--- config.mk ---
export PLATFORM = sky130hd
export DESIGN_NAME = multi_bus_i2c_master_unit
export DESIGN_NICKNAME = d
export VERILOG_FILES = /design/src/rtl/core/mbi2c_pkg.sv /design/src/rtl/core/mbi2c_seq.sv /design/src/rtl/core/multi_bus_i2c_master_unit.sv
export SDC_FILE = /design/constraint.sdc
export NUM_CORES = 1
export LEC_CHECK = 0
export BUFFER_PORTS_ARGS = -buffer_cell sky130_fd_sc_hd__buf_4
export CAP_MARGIN = 20
export CORE_MARGIN = 1
export CORE_UTILIZATION = 40
export CTS_CLUSTER_DIAMETER = 120
export DETAILED_ROUTE_END_ITERATION = 6
export PLACE_DENSITY_LB_ADDON = 0.1
export SYNTH_ARGS = -nofsm -noshare
export SYNTH_HDL_FRONTEND = slang
export SYNTH_SLANG_ARGS = --single-unit
--- constraint.sdc ---
create_clock -name clk -period 5.49 [get_ports clk]
set_clock_uncertainty 0.1 [all_clocks]
set_input_delay 0.2745 -clock clk [delete_from_list [all_inputs] [get_ports clk]]
set_output_delay 0.2745 -clock clk [all_outputs]
set_load 0.02 [all_outputs]
--- src/rtl/core/mbi2c_pkg.sv ---
// Shared types and constants for the multi-bus I2C master.
// No dependencies; used by every module of the block.
`timescale 1ns / 1ps
`default_nettype none

package mbi2c_pkg;

    localparam int BUS_COUNT       = 4;
    localparam int BUS_W           = 2;
    localparam int LINE_W          = 4;
    localparam int BYTE_W          = 8;
    localparam int BITCNT_W        = 4;
    localparam int BITS_PER_BYTE   = 8;
    localparam logic [7:0] ACK_TIMEOUT_RST = 8'd250;

    typedef enum logic [2:0] {
        FN_TICK  = 3'd0,
        FN_START = 3'd1,
        FN_STOP  = 3'd2,
        FN_SEND  = 3'd3,
        FN_WACK  = 3'd4,
        FN_READ  = 3'd5,
        FN_ACK   = 3'd6,
        FN_NACK  = 3'd7
    } func_t;

    typedef enum logic [13:0] {
        PH_IDLE = 14'b00000000000001,
        PH_ST1  = 14'b00000000000010,
        PH_ST2  = 14'b00000000000100,
        PH_SP1  = 14'b00000000001000,
        PH_SP2  = 14'b00000000010000,
        PH_WA1  = 14'b00000000100000,
        PH_WA2  = 14'b00000001000000,
        PH_WAP  = 14'b00000010000000,
        PH_SBH  = 14'b00000100000000,
        PH_SBL  = 14'b00001000000000,
        PH_RDL  = 14'b00010000000000,
        PH_RDH  = 14'b00100000000000,
        PH_AK1  = 14'b01000000000000,
        PH_AK2  = 14'b10000000000000
    } phase_t;

    typedef struct packed {
        func_t               func;
        logic [BUS_W-1:0]    bus;
        logic [BYTE_W-1:0]   tx_byte;
        logic                send_ack;
        logic [LINE_W-1:0]   sda_in;
    } cmd_t;

    typedef struct packed {
        logic [LINE_W-1:0]   scl_lines;
        logic [LINE_W-1:0]   sda_lines;
        logic [LINE_W-1:0]   sda_drive;
        logic                busy_res;
        logic                done_res;
        logic [BYTE_W-1:0]   rx_byte;
        logic                ack_failed;
    } res_t;

endpackage

`default_nettype wire

--- src/rtl/core/mbi2c_seq.sv ---
// Bit-level sequencer: bus line state, shift register and phase machine.
// Depends on mbi2c_pkg. Advances one half-bit per processed item.
`timescale 1ns / 1ps
`default_nettype none

module mbi2c_seq (
    input  wire logic                clk,
    input  wire logic                rst_n,
    input  wire logic                step,
    input  wire mbi2c_pkg::cmd_t     item,
    input  wire logic [7:0]          ack_timeout,
    output mbi2c_pkg::res_t          result
);

    mbi2c_pkg::phase_t                       phase_reg, phase_next;
    logic [mbi2c_pkg::BUS_W-1:0]             bus_reg, bus_next;
    logic [mbi2c_pkg::BYTE_W-1:0]            shift_reg, shift_next;
    logic [mbi2c_pkg::BITCNT_W-1:0]          bitcnt_reg, bitcnt_next;
    logic [7:0]                              wait_reg, wait_next;
    logic                                    ackc_reg, ackc_next;
    logic [mbi2c_pkg::LINE_W-1:0]            scl_reg, scl_next;
    logic [mbi2c_pkg::LINE_W-1:0]            sda_reg, sda_next;
    logic [mbi2c_pkg::LINE_W-1:0]            drv_reg, drv_next;
    logic [mbi2c_pkg::BYTE_W-1:0]            rx_reg, rx_next;
    logic                                    fail_reg, fail_next;
    logic                                    done;
    logic                                    s_bit;
    logic [mbi2c_pkg::BITCNT_W-1:0]          bitcnt_inc;
    logic [8:0]                              wait_inc;
    logic [mbi2c_pkg::LINE_W-1:0]            sel;

    // Bit of the addressed bus in the line vectors.
    always_comb
    begin
        sel = '0;
        if (phase_reg == mbi2c_pkg::PH_IDLE)
            sel[item.bus] = 1'b1;
        else
            sel[bus_reg] = 1'b1;
    end

    assign s_bit      = item.sda_in[bus_reg];
    assign bitcnt_inc = bitcnt_reg + 1'b1;
    assign wait_inc   = {1'b0, wait_reg} + 9'd1;

    always_comb
    begin
        phase_next  = phase_reg;
        bus_next    = bus_reg;
        shift_next  = shift_reg;
        bitcnt_next = bitcnt_reg;
        wait_next   = wait_reg;
        ackc_next   = ackc_reg;
        scl_next    = scl_reg;
        sda_next    = sda_reg;
        drv_next    = drv_reg;
        rx_next     = rx_reg;
        fail_next   = fail_reg;
        done        = 1'b0;

        if (phase_reg == mbi2c_pkg::PH_IDLE)
        begin
            if (item.func != mbi2c_pkg::FN_TICK
                && {1'b0, item.bus} < (mbi2c_pkg::BUS_W + 1)'(mbi2c_pkg::BUS_COUNT))
            begin
                bus_next  = item.bus;
                fail_next = 1'b0;
                unique case (item.func)
                    mbi2c_pkg::FN_START:
                    begin
                        drv_next   = drv_reg | sel;
                        sda_next   = sda_reg | sel;
                        scl_next   = scl_reg | sel;
                        phase_next = mbi2c_pkg::PH_ST1;
                    end
                    mbi2c_pkg::FN_STOP:
                    begin
                        drv_next   = drv_reg | sel;
                        scl_next   = scl_reg & ~sel;
                        sda_next   = sda_reg & ~sel;
                        phase_next = mbi2c_pkg::PH_SP1;
                    end
                    mbi2c_pkg::FN_SEND:
                    begin
                        shift_next  = item.tx_byte;
                        bitcnt_next = '0;
                        drv_next    = drv_reg | sel;
                        sda_next    = item.tx_byte[7] ? (sda_reg | sel) : (sda_reg & ~sel);
                        scl_next    = scl_reg | sel;
                        phase_next  = mbi2c_pkg::PH_SBH;
                    end
                    mbi2c_pkg::FN_WACK:
                    begin
                        drv_next   = drv_reg & ~sel;
                        sda_next   = sda_reg | sel;
                        wait_next  = '0;
                        phase_next = mbi2c_pkg::PH_WA1;
                    end
                    mbi2c_pkg::FN_READ:
                    begin
                        ackc_next   = item.send_ack;
                        shift_next  = '0;
                        bitcnt_next = '0;
                        drv_next    = drv_reg & ~sel;
                        scl_next    = scl_reg & ~sel;
                        phase_next  = mbi2c_pkg::PH_RDL;
                    end
                    mbi2c_pkg::FN_ACK:
                    begin
                        ackc_next  = 1'b1;
                        scl_next   = scl_reg & ~sel;
                        drv_next   = drv_reg | sel;
                        sda_next   = sda_reg & ~sel;
                        phase_next = mbi2c_pkg::PH_AK1;
                    end
                    mbi2c_pkg::FN_NACK:
                    begin
                        ackc_next  = 1'b0;
                        scl_next   = scl_reg & ~sel;
                        drv_next   = drv_reg | sel;
                        sda_next   = sda_reg | sel;
                        phase_next = mbi2c_pkg::PH_AK1;
                    end
                    default:
                    begin
                        phase_next = mbi2c_pkg::PH_IDLE;
                    end
                endcase
            end
        end
        else if (item.func == mbi2c_pkg::FN_TICK)
        begin
            unique case (phase_reg)
                mbi2c_pkg::PH_ST1:
                begin
                    sda_next   = sda_reg & ~sel;
                    phase_next = mbi2c_pkg::PH_ST2;
                end
                mbi2c_pkg::PH_ST2:
                begin
                    scl_next   = scl_reg & ~sel;
                    phase_next = mbi2c_pkg::PH_IDLE;
                    done       = 1'b1;
                end
                mbi2c_pkg::PH_SP1:
                begin
                    scl_next   = scl_reg | sel;
                    sda_next   = sda_reg | sel;
                    phase_next = mbi2c_pkg::PH_SP2;
                end
                mbi2c_pkg::PH_SP2:
                begin
                    phase_next = mbi2c_pkg::PH_IDLE;
                    done       = 1'b1;
                end
                mbi2c_pkg::PH_WA1:
                begin
                    scl_next   = scl_reg | sel;
                    phase_next = mbi2c_pkg::PH_WA2;
                end
                mbi2c_pkg::PH_WA2:
                begin
                    phase_next = mbi2c_pkg::PH_WAP;
                end
                mbi2c_pkg::PH_WAP:
                begin
                    if (!s_bit)
                    begin
                        scl_next   = scl_reg & ~sel;
                        phase_next = mbi2c_pkg::PH_IDLE;
                        done       = 1'b1;
                    end
                    else if (wait_inc > {1'b0, ack_timeout})
                    begin
                        // timed out: fall into a stop
                        fail_next  = 1'b1;
                        drv_next   = drv_reg | sel;
                        scl_next   = scl_reg & ~sel;
                        sda_next   = sda_reg & ~sel;
                        phase_next = mbi2c_pkg::PH_SP1;
                    end
                    else
                    begin
                        wait_next = wait_inc[7:0];
                    end
                end
                mbi2c_pkg::PH_SBH:
                begin
                    scl_next   = scl_reg & ~sel;
                    phase_next = mbi2c_pkg::PH_SBL;
                end
                mbi2c_pkg::PH_SBL:
                begin
                    bitcnt_next = bitcnt_inc;
                    if (bitcnt_inc >= mbi2c_pkg::BITCNT_W'(mbi2c_pkg::BITS_PER_BYTE))
                    begin
                        phase_next = mbi2c_pkg::PH_IDLE;
                        done       = 1'b1;
                    end
                    else
                    begin
                        shift_next = {shift_reg[6:0], 1'b0};
                        sda_next   = shift_reg[6] ? (sda_reg | sel) : (sda_reg & ~sel);
                        scl_next   = scl_reg | sel;
                        phase_next = mbi2c_pkg::PH_SBH;
                    end
                end
                mbi2c_pkg::PH_RDL:
                begin
                    scl_next   = scl_reg | sel;
                    shift_next = {shift_reg[6:0], s_bit};
                    phase_next = mbi2c_pkg::PH_RDH;
                end
                mbi2c_pkg::PH_RDH:
                begin
                    bitcnt_next = bitcnt_inc;
                    if (bitcnt_inc >= mbi2c_pkg::BITCNT_W'(mbi2c_pkg::BITS_PER_BYTE))
                    begin
                        // byte complete: hold it and clock out the ack bit
                        rx_next    = shift_reg;
                        scl_next   = scl_reg & ~sel;
                        drv_next   = drv_reg | sel;
                        sda_next   = ackc_reg ? (sda_reg & ~sel) : (sda_reg | sel);
                        phase_next = mbi2c_pkg::PH_AK1;
                    end
                    else
                    begin
                        scl_next   = scl_reg & ~sel;
                        phase_next = mbi2c_pkg::PH_RDL;
                    end
                end
                mbi2c_pkg::PH_AK1:
                begin
                    scl_next   = scl_reg | sel;
                    phase_next = mbi2c_pkg::PH_AK2;
                end
                mbi2c_pkg::PH_AK2:
                begin
                    scl_next   = scl_reg & ~sel;
                    phase_next = mbi2c_pkg::PH_IDLE;
                    done       = 1'b1;
                end
                default:
                begin
                    phase_next = mbi2c_pkg::PH_IDLE;
                end
            endcase
        end
    end

    always_ff @(posedge clk or negedge rst_n)
    begin
        if (!rst_n)
        begin
            phase_reg  <= mbi2c_pkg::PH_IDLE;
            bus_reg    <= '0;
            shift_reg  <= '0;
            bitcnt_reg <= '0;
            wait_reg   <= '0;
            ackc_reg   <= 1'b0;
            scl_reg    <= '1;
            sda_reg    <= '1;
            drv_reg    <= '1;
            rx_reg     <= '0;
            fail_reg   <= 1'b0;
        end
        else if (step)
        begin
            phase_reg  <= phase_next;
            bus_reg    <= bus_next;
            shift_reg  <= shift_next;
            bitcnt_reg <= bitcnt_next;
            wait_reg   <= wait_next;
            ackc_reg   <= ackc_next;
            scl_reg    <= scl_next;
            sda_reg    <= sda_next;
            drv_reg    <= drv_next;
            rx_reg     <= rx_next;
            fail_reg   <= fail_next;
        end
    end

    always_comb
    begin
        result.scl_lines  = scl_next;
        result.sda_lines  = sda_next;
        result.sda_drive  = drv_next;
        result.busy_res   = (phase_next != mbi2c_pkg::PH_IDLE);
        result.done_res   = done;
        result.rx_byte    = rx_next;
        result.ack_failed = fail_next;
    end

endmodule

`default_nettype wire

--- src/rtl/core/multi_bus_i2c_master_unit.sv ---
// Top level of the multi-bus I2C master: input register, sequencer, result register.
// Depends on mbi2c_pkg and mbi2c_seq.
`timescale 1ns / 1ps
`default_nettype none

// Bit-level I2C master for four buses. Each item on cmd is a command or a
// tick; every item gives exactly one result item on res, carrying the line
// levels of all buses after that step. Throughput is one item per clock
// while res_stall is low: an item is registered on entry, runs through the
// sequencer's single half-bit step and lands in the result register. The
// result register is the only thing that holds the pipe: while res_stall is
// high and a result waits, one more item is held in the input register and
// cmd_stall rises after it. The user must write ack_timeout through cfg_write/
// cfg_data only while no item is in flight; the block itself does not enforce this.
module multi_bus_i2c_master_unit (
    input  wire logic                clk,
    input  wire logic                rst_n,
    input  wire logic                cmd_valid,
    output      logic                cmd_stall,
    input  wire mbi2c_pkg::cmd_t     cmd,
    output      logic                res_valid,
    input  wire logic                res_stall,
    output      mbi2c_pkg::res_t     res,
    input  wire logic                cfg_write,
    input  wire logic [7:0]          cfg_data
);

    logic                in_valid_reg;
    mbi2c_pkg::cmd_t     in_item_reg;
    logic                out_valid_reg;
    mbi2c_pkg::res_t     out_item_reg;
    logic [7:0]          ack_timeout_reg;
    logic                step;
    mbi2c_pkg::res_t     step_res;

    assign step      = in_valid_reg && (!out_valid_reg || !res_stall);
    assign cmd_stall = in_valid_reg && !step;
    assign res_valid = out_valid_reg;
    assign res       = out_item_reg;

    mbi2c_seq u_seq (
        .clk         (clk),
        .rst_n       (rst_n),
        .step        (step),
        .item        (in_item_reg),
        .ack_timeout (ack_timeout_reg),
        .result      (step_res)
    );

    always_ff @(posedge clk or negedge rst_n)
    begin
        if (!rst_n)
            ack_timeout_reg <= mbi2c_pkg::ACK_TIMEOUT_RST;
        else if (cfg_write)
            ack_timeout_reg <= cfg_data;
    end

    always_ff @(posedge clk or negedge rst_n)
    begin
        if (!rst_n)
        begin
            in_valid_reg  <= 1'b0;
            out_valid_reg <= 1'b0;
        end
        else
        begin
            if (!cmd_stall)
                in_valid_reg <= cmd_valid;
            if (step)
                out_valid_reg <= 1'b1;
            else if (!res_stall)
                out_valid_reg <= 1'b0;
        end
    end

    always_ff @(posedge clk)
    begin
        if (cmd_valid && !cmd_stall)
            in_item_reg <= cmd;
        if (step)
            out_item_reg <= step_res;
    end

endmodule

`default_nettype wire

### After elaboration in Yosys (flattened, before gate mapping)

Cells that the tools add are included.
W data, S select, Z words.

| storage, ports and cells | value |
|---|---|
| bits in registers | 109 |
| input bits | 31 |
| output and inout port bits | 25 |

| operators by class | value |
|---|---|
| add/subtract/negate cells | 2 |
| $lt $le $gt $ge | 6 |
| eq/ne operators | 29 |
| mux-type cells | 78 |
| bitwise operators | 8 |
| reduce and logical (&&, ||, !) cells | 36 |

Operators with widths:

| cell | number |
|---|---|
| $pmux W14 S10 | 1 |
| $mux W8 | 15 |
| $mux W4 | 28 |
| $pmux W13 S6 | 1 |
| $mux W14 | 5 |
| $pmux W8 S2 | 2 |
| $pmux W4 S2 | 3 |
| $pmux W4 S5 | 1 |
| $pmux W4 S4 | 1 |
| $eq A14 B1 Y1 const B | 1 |
| $eq A14 B10 Y1 const B | 1 |
| $eq A14 B11 Y1 const B | 1 |
| $eq A14 B12 Y1 const B | 1 |
| $eq A14 B13 Y1 const B | 1 |
| $eq A14 B14 Y1 const B | 1 |
| $eq A14 B2 Y1 const B | 1 |
| $eq A14 B3 Y1 const B | 1 |
| $eq A14 B4 Y1 const B | 1 |
| $eq A14 B5 Y1 const B | 1 |
| $eq A14 B6 Y1 const B | 1 |
| $eq A14 B7 Y1 const B | 1 |
| $eq A14 B8 Y1 const B | 1 |
| $eq A14 B9 Y1 const B | 1 |
| $ne A14 B1 Y1 const B | 1 |
| 39 further kinds | 87 |

### Logic depth before layout (Yosys ltp)

| depth | value |
|---|---|
| depth in word-level cells | 12 |
| depth in mapped cells | 15 |

### Hierarchy

From an unflattened synthesis, not the netlist that was laid out.

| unflattened totals | value |
|---|---|
| cell total of the unflattened synthesis | 644 |
| area total of the unflattened synthesis | 6548.8 sq um |

By module, submodules not included:

| module | instances | cells an instance | area an instance (sq um) | seq. area each (sq um) |
|---|---|---|---|---|
| mbi2c_seq | 1 | 578 | 4892.2 | 1467.7 |
| multi_bus_i2c_master_unit | 1 | 66 | 1656.6 | 1488.9 |

### Worst setup path after synthesis

No wires, ideal clock.

| path | value |
|---|---|
| path kind | register -> register |
| from | reg u_seq.phase_reg[0] |
| to | reg u_seq.wait_reg[4] |
| setup time | 0.092 ns |
| data arrival time | 3.805 ns |
| required time | 5.298 ns |
| path slack | 1.493 ns |
| cell stages (with the launch flop) | 13 |
| path buffers | 6 |
| cell sequence | dfstp_2 > clkbuf_1 > or4b_1 > or4_4 > buf_6 > buf_6 > clkbuf_1 > clkbuf_1 > buf_1 > ha_1 > or4_4 > or2_1 > o31ai_2 |

| on the way | value |
|---|---|
| longest elaborated chain between the ends | 3 |
| elaborated cells between the ends (all ways) | 10 |

RTL lines:

| what | RTL line | RTL |
|---|---|---|
| start: declaration | mbi2c_seq.sv:15 | `mbi2c_pkg::phase_t phase_reg, phase_next;` |
| start signal: assignment | mbi2c_seq.sv:255 | `phase_reg <= mbi2c_pkg::PH_IDLE;` |
| start signal: assignment | mbi2c_seq.sv:269 | `phase_reg <= phase_next;` |
| $eq A14 B1 Y1 or $eq A14 B8 Y1 (tied branches) | mbi2c_seq.sv:61, mbi2c_seq.sv:133 |  |
| $ne A2 B2 Y1 (no source line), or another cell as far along | n/a |  |
| $reduce_and A7 Y1 (no source line) | n/a |  |
| end signal: assignment | mbi2c_seq.sv:273 | `wait_reg <= wait_next;` |
| end: declaration | mbi2c_seq.sv:19 | `logic [7:0] wait_reg, wait_next;` |

Parallel ways exist; a longest one is shown, timed or not.
A chain may end at the register's enable or synchronous reset.

==> results.cfg <==
[route]
top_layer_used = met4
vias = 5390
dr.first_iter.drc_count = 380
wl_met1_mm = 8.23
drt_pass1_iterations = 5
met3_length_mm = 1.09
viasPerCell = 5.73
remaining_drc_errors = 0
post_drt_wl_per_cell_um = 19.4
drt-total-wl_mm = 18.2
wl_met2_mm = 8.42
postRouteAntennaNets = 0

[worst_setup_path]
cp.required_ns = 5.68
worst_setup_path_start_kind = flip-flop
critPathKind = flip-flop to flip-flop
cp.arrival_ns = 4.11
critPathLaunch = u_seq.wait_reg[0]$_DFFE_PN0P_
end_kind = flip-flop
crit_fanout = 6
worstReg2RegStart = u_seq.wait_reg[0]$_DFFE_PN0P_

[place]
hpwl_mm = 12.9
place_ws_ns = 1.60
port_buffers = 55
gp_congestion = 0.910
dpl_cell_area_sq_um = 6860

[global_routing]
grt_usage = 0.233
gr-total-overflow = 0
grt_pass1_wl_mm = 28.7
grt_pass1_vias = 5197
grt_antenna_before_repair = 0
grt_max_degree = 69

[synthesis]
synth_fp_nets = 712
synth_flop_cell = dfrtp_1
async_reset_ff_frac = 0.624
syn_inst = 667
synth_area_per_cell_sq_um = 9.42
ys_types = 62
seq_area_frac_synth = 0.471
yosys_warnings = 0
ys_ff_latch = 109
synth_edf_count = 41
synth_area_sq_um = 6280

[floorplan]
ios = 56
dieWidth_um = 127
row_count = 45
start_util = 0.412
dieArea_sq_um = 16200
core-area_sq_um = 15300
dieHeight_um = 127

[timing]
maxClockFrequency_mhz = 255
period_minus_slack_ns = 3.92
final-hold-violation-count = 0
rsz0062_at_grt = no
fin_crit_sh = 0.714
tns_ns = 0
slew_viol_final = 0
worst_pin_slew_ns = 1.05
setup_ws_ns = 1.57
finalSetupViolCount = 0
max-slew-margin-rel = 0.297

[worst_hold_path]
min_from = cfg_data[6]
hp-class = primary input to flip-flop

[layout]
syn2layout_area_growth_pct = 17.0
drive_gt1_frac = 0.199
final_core_util = 0.482
mostFrequentLayoutCells = nand2_1, buf_4, o21ai_0
fill_cells = 1465
num_antenna_cells = 0
stdcell_area_sq_um = 7350
final_common_cell = nand2_1
largest_reg_flops = 23
fin_nets = 769

[run_status]
status = finished clean

[clock_network]
cts.clk_slew.worst_paths_ns = 0.08
cts_setup_buffers = 0
cts_resized = 0
cts_max_level = 3
cts.path.max_buffers = 2
clock_sinks = 109
cts_hold_buf = 19
cts_buffers = 9
cts_root_buffer = clkbuf_16
insertion_delay_ns = 0.36
cts_tree = done

[pwr]
power_density_nw_per_um2 = 361
peakVddDrop_mv = 0.225
leakage_nw = 2.99

[job]
drv_cap = 0
worst paths after layout:
kind	end	depth (start not counted)	slack, ns
min reg2reg	u_seq.scl_reg[3]$_DFFE_PN1P_	2	0.39
min in group asynchronous	u_seq.phase_reg[13]$_DFFE_PN0P_	2	0.45
max	u_seq.drv_reg[2]$_DFFE_PN1P_	13	1.57
max reg2reg	u_seq.drv_reg[2]$_DFFE_PN1P_	13	1.57
min	ack_timeout_reg[6]$_DFFE_PN1P_	3	0.02
max in group asynchronous	u_seq.rx_reg[6]$_DFFE_PN0P_	2	4.18
per-layer routing:
metal,up-vias,GRT usage
li1,2575,-
met1,2584,0.313
met2,194,0.370
met3,37,0.0486
met4,0,0.0847
met5,-,0
cell type report:
class                           count  area (sq um)  area share
Timing Repair Buffer               87           701      0.0954
Clock buffer                       10           229      0.0312
Multi-Input combinational cell    502          3080       0.420
Sequential cell                   109          2960       0.402
Tap cell                          211           264      0.0359
Clock inverter                      6          57.6     0.00783
Inverter                           15          56.3     0.00766
report_power, final:
group	leakage (nW)	switching [mW]	internal (mW)
clock network	0.140	0.330	0.319
logic	1.60	0.534	0.354
registers	1.25	0.134	0.980
total	2.99	0.998	1.65
critical path, stage by stage (launching register included):
cell and delay [ns]:
dfrtp_1 0.41, ha_1 0.22, and3_1 0.19, nand3_1 0.09, xnor2_1 0.22, ha_1 0.30
and3_1 0.18, a221oi_1 0.31, a31oi_1 0.12, o31ai_1 0.86, or2_2 0.26, a21o_1 0.17
o21ai_0 0.11, mux2_2 0.30
cells by family after synthesis:
logic type | Yosys count | share of synthesized area
flops | 109 | 0.471
compound gates | 179 | 0.169
xor+xnor | 12 | 0.0167
mux | 32 | 0.0580
fa+ha+maj | 14 | 0.0279
buf+inv | 56 | 0.0382
simple gates | 265 | 0.220
synth_stat cells, drive strengths merged (19+ instances only):
| master | number | area [sq um] |
|---|---|---|
| nand2 | 85 | 319 |
| o21ai | 76 | 380 |
| dfrtp | 49 | 1230 |
| edfxtp | 41 | 1230 |
| nor2 | 40 | 158 |
| a21oi | 39 | 195 |
| clkbuf | 32 | 120 |
| mux2 | 25 | 282 |
| nand3 | 21 | 105 |
| nor3 | 20 | 100 |
| and3 | 19 | 119 |
| dfstp | 19 | 499 |
per-stage QoR:
| step | std cells | power, mW | hold slack [ns] |
|---|---|---|---|
| after global placement | 902 | 2.00 | 0.354 |
| after CTS | 939 | 2.66 | 0.0118 |
| final | 940 | 2.65 | 0.0195 |
| after detailed placement | 904 | 2.00 | 0.354 |
| after floorplan | 667 | 1.71 | -0.121 |
| after global routing | 940 | 2.80 | 0.0157 |
(Power assumes the default switching activity.)
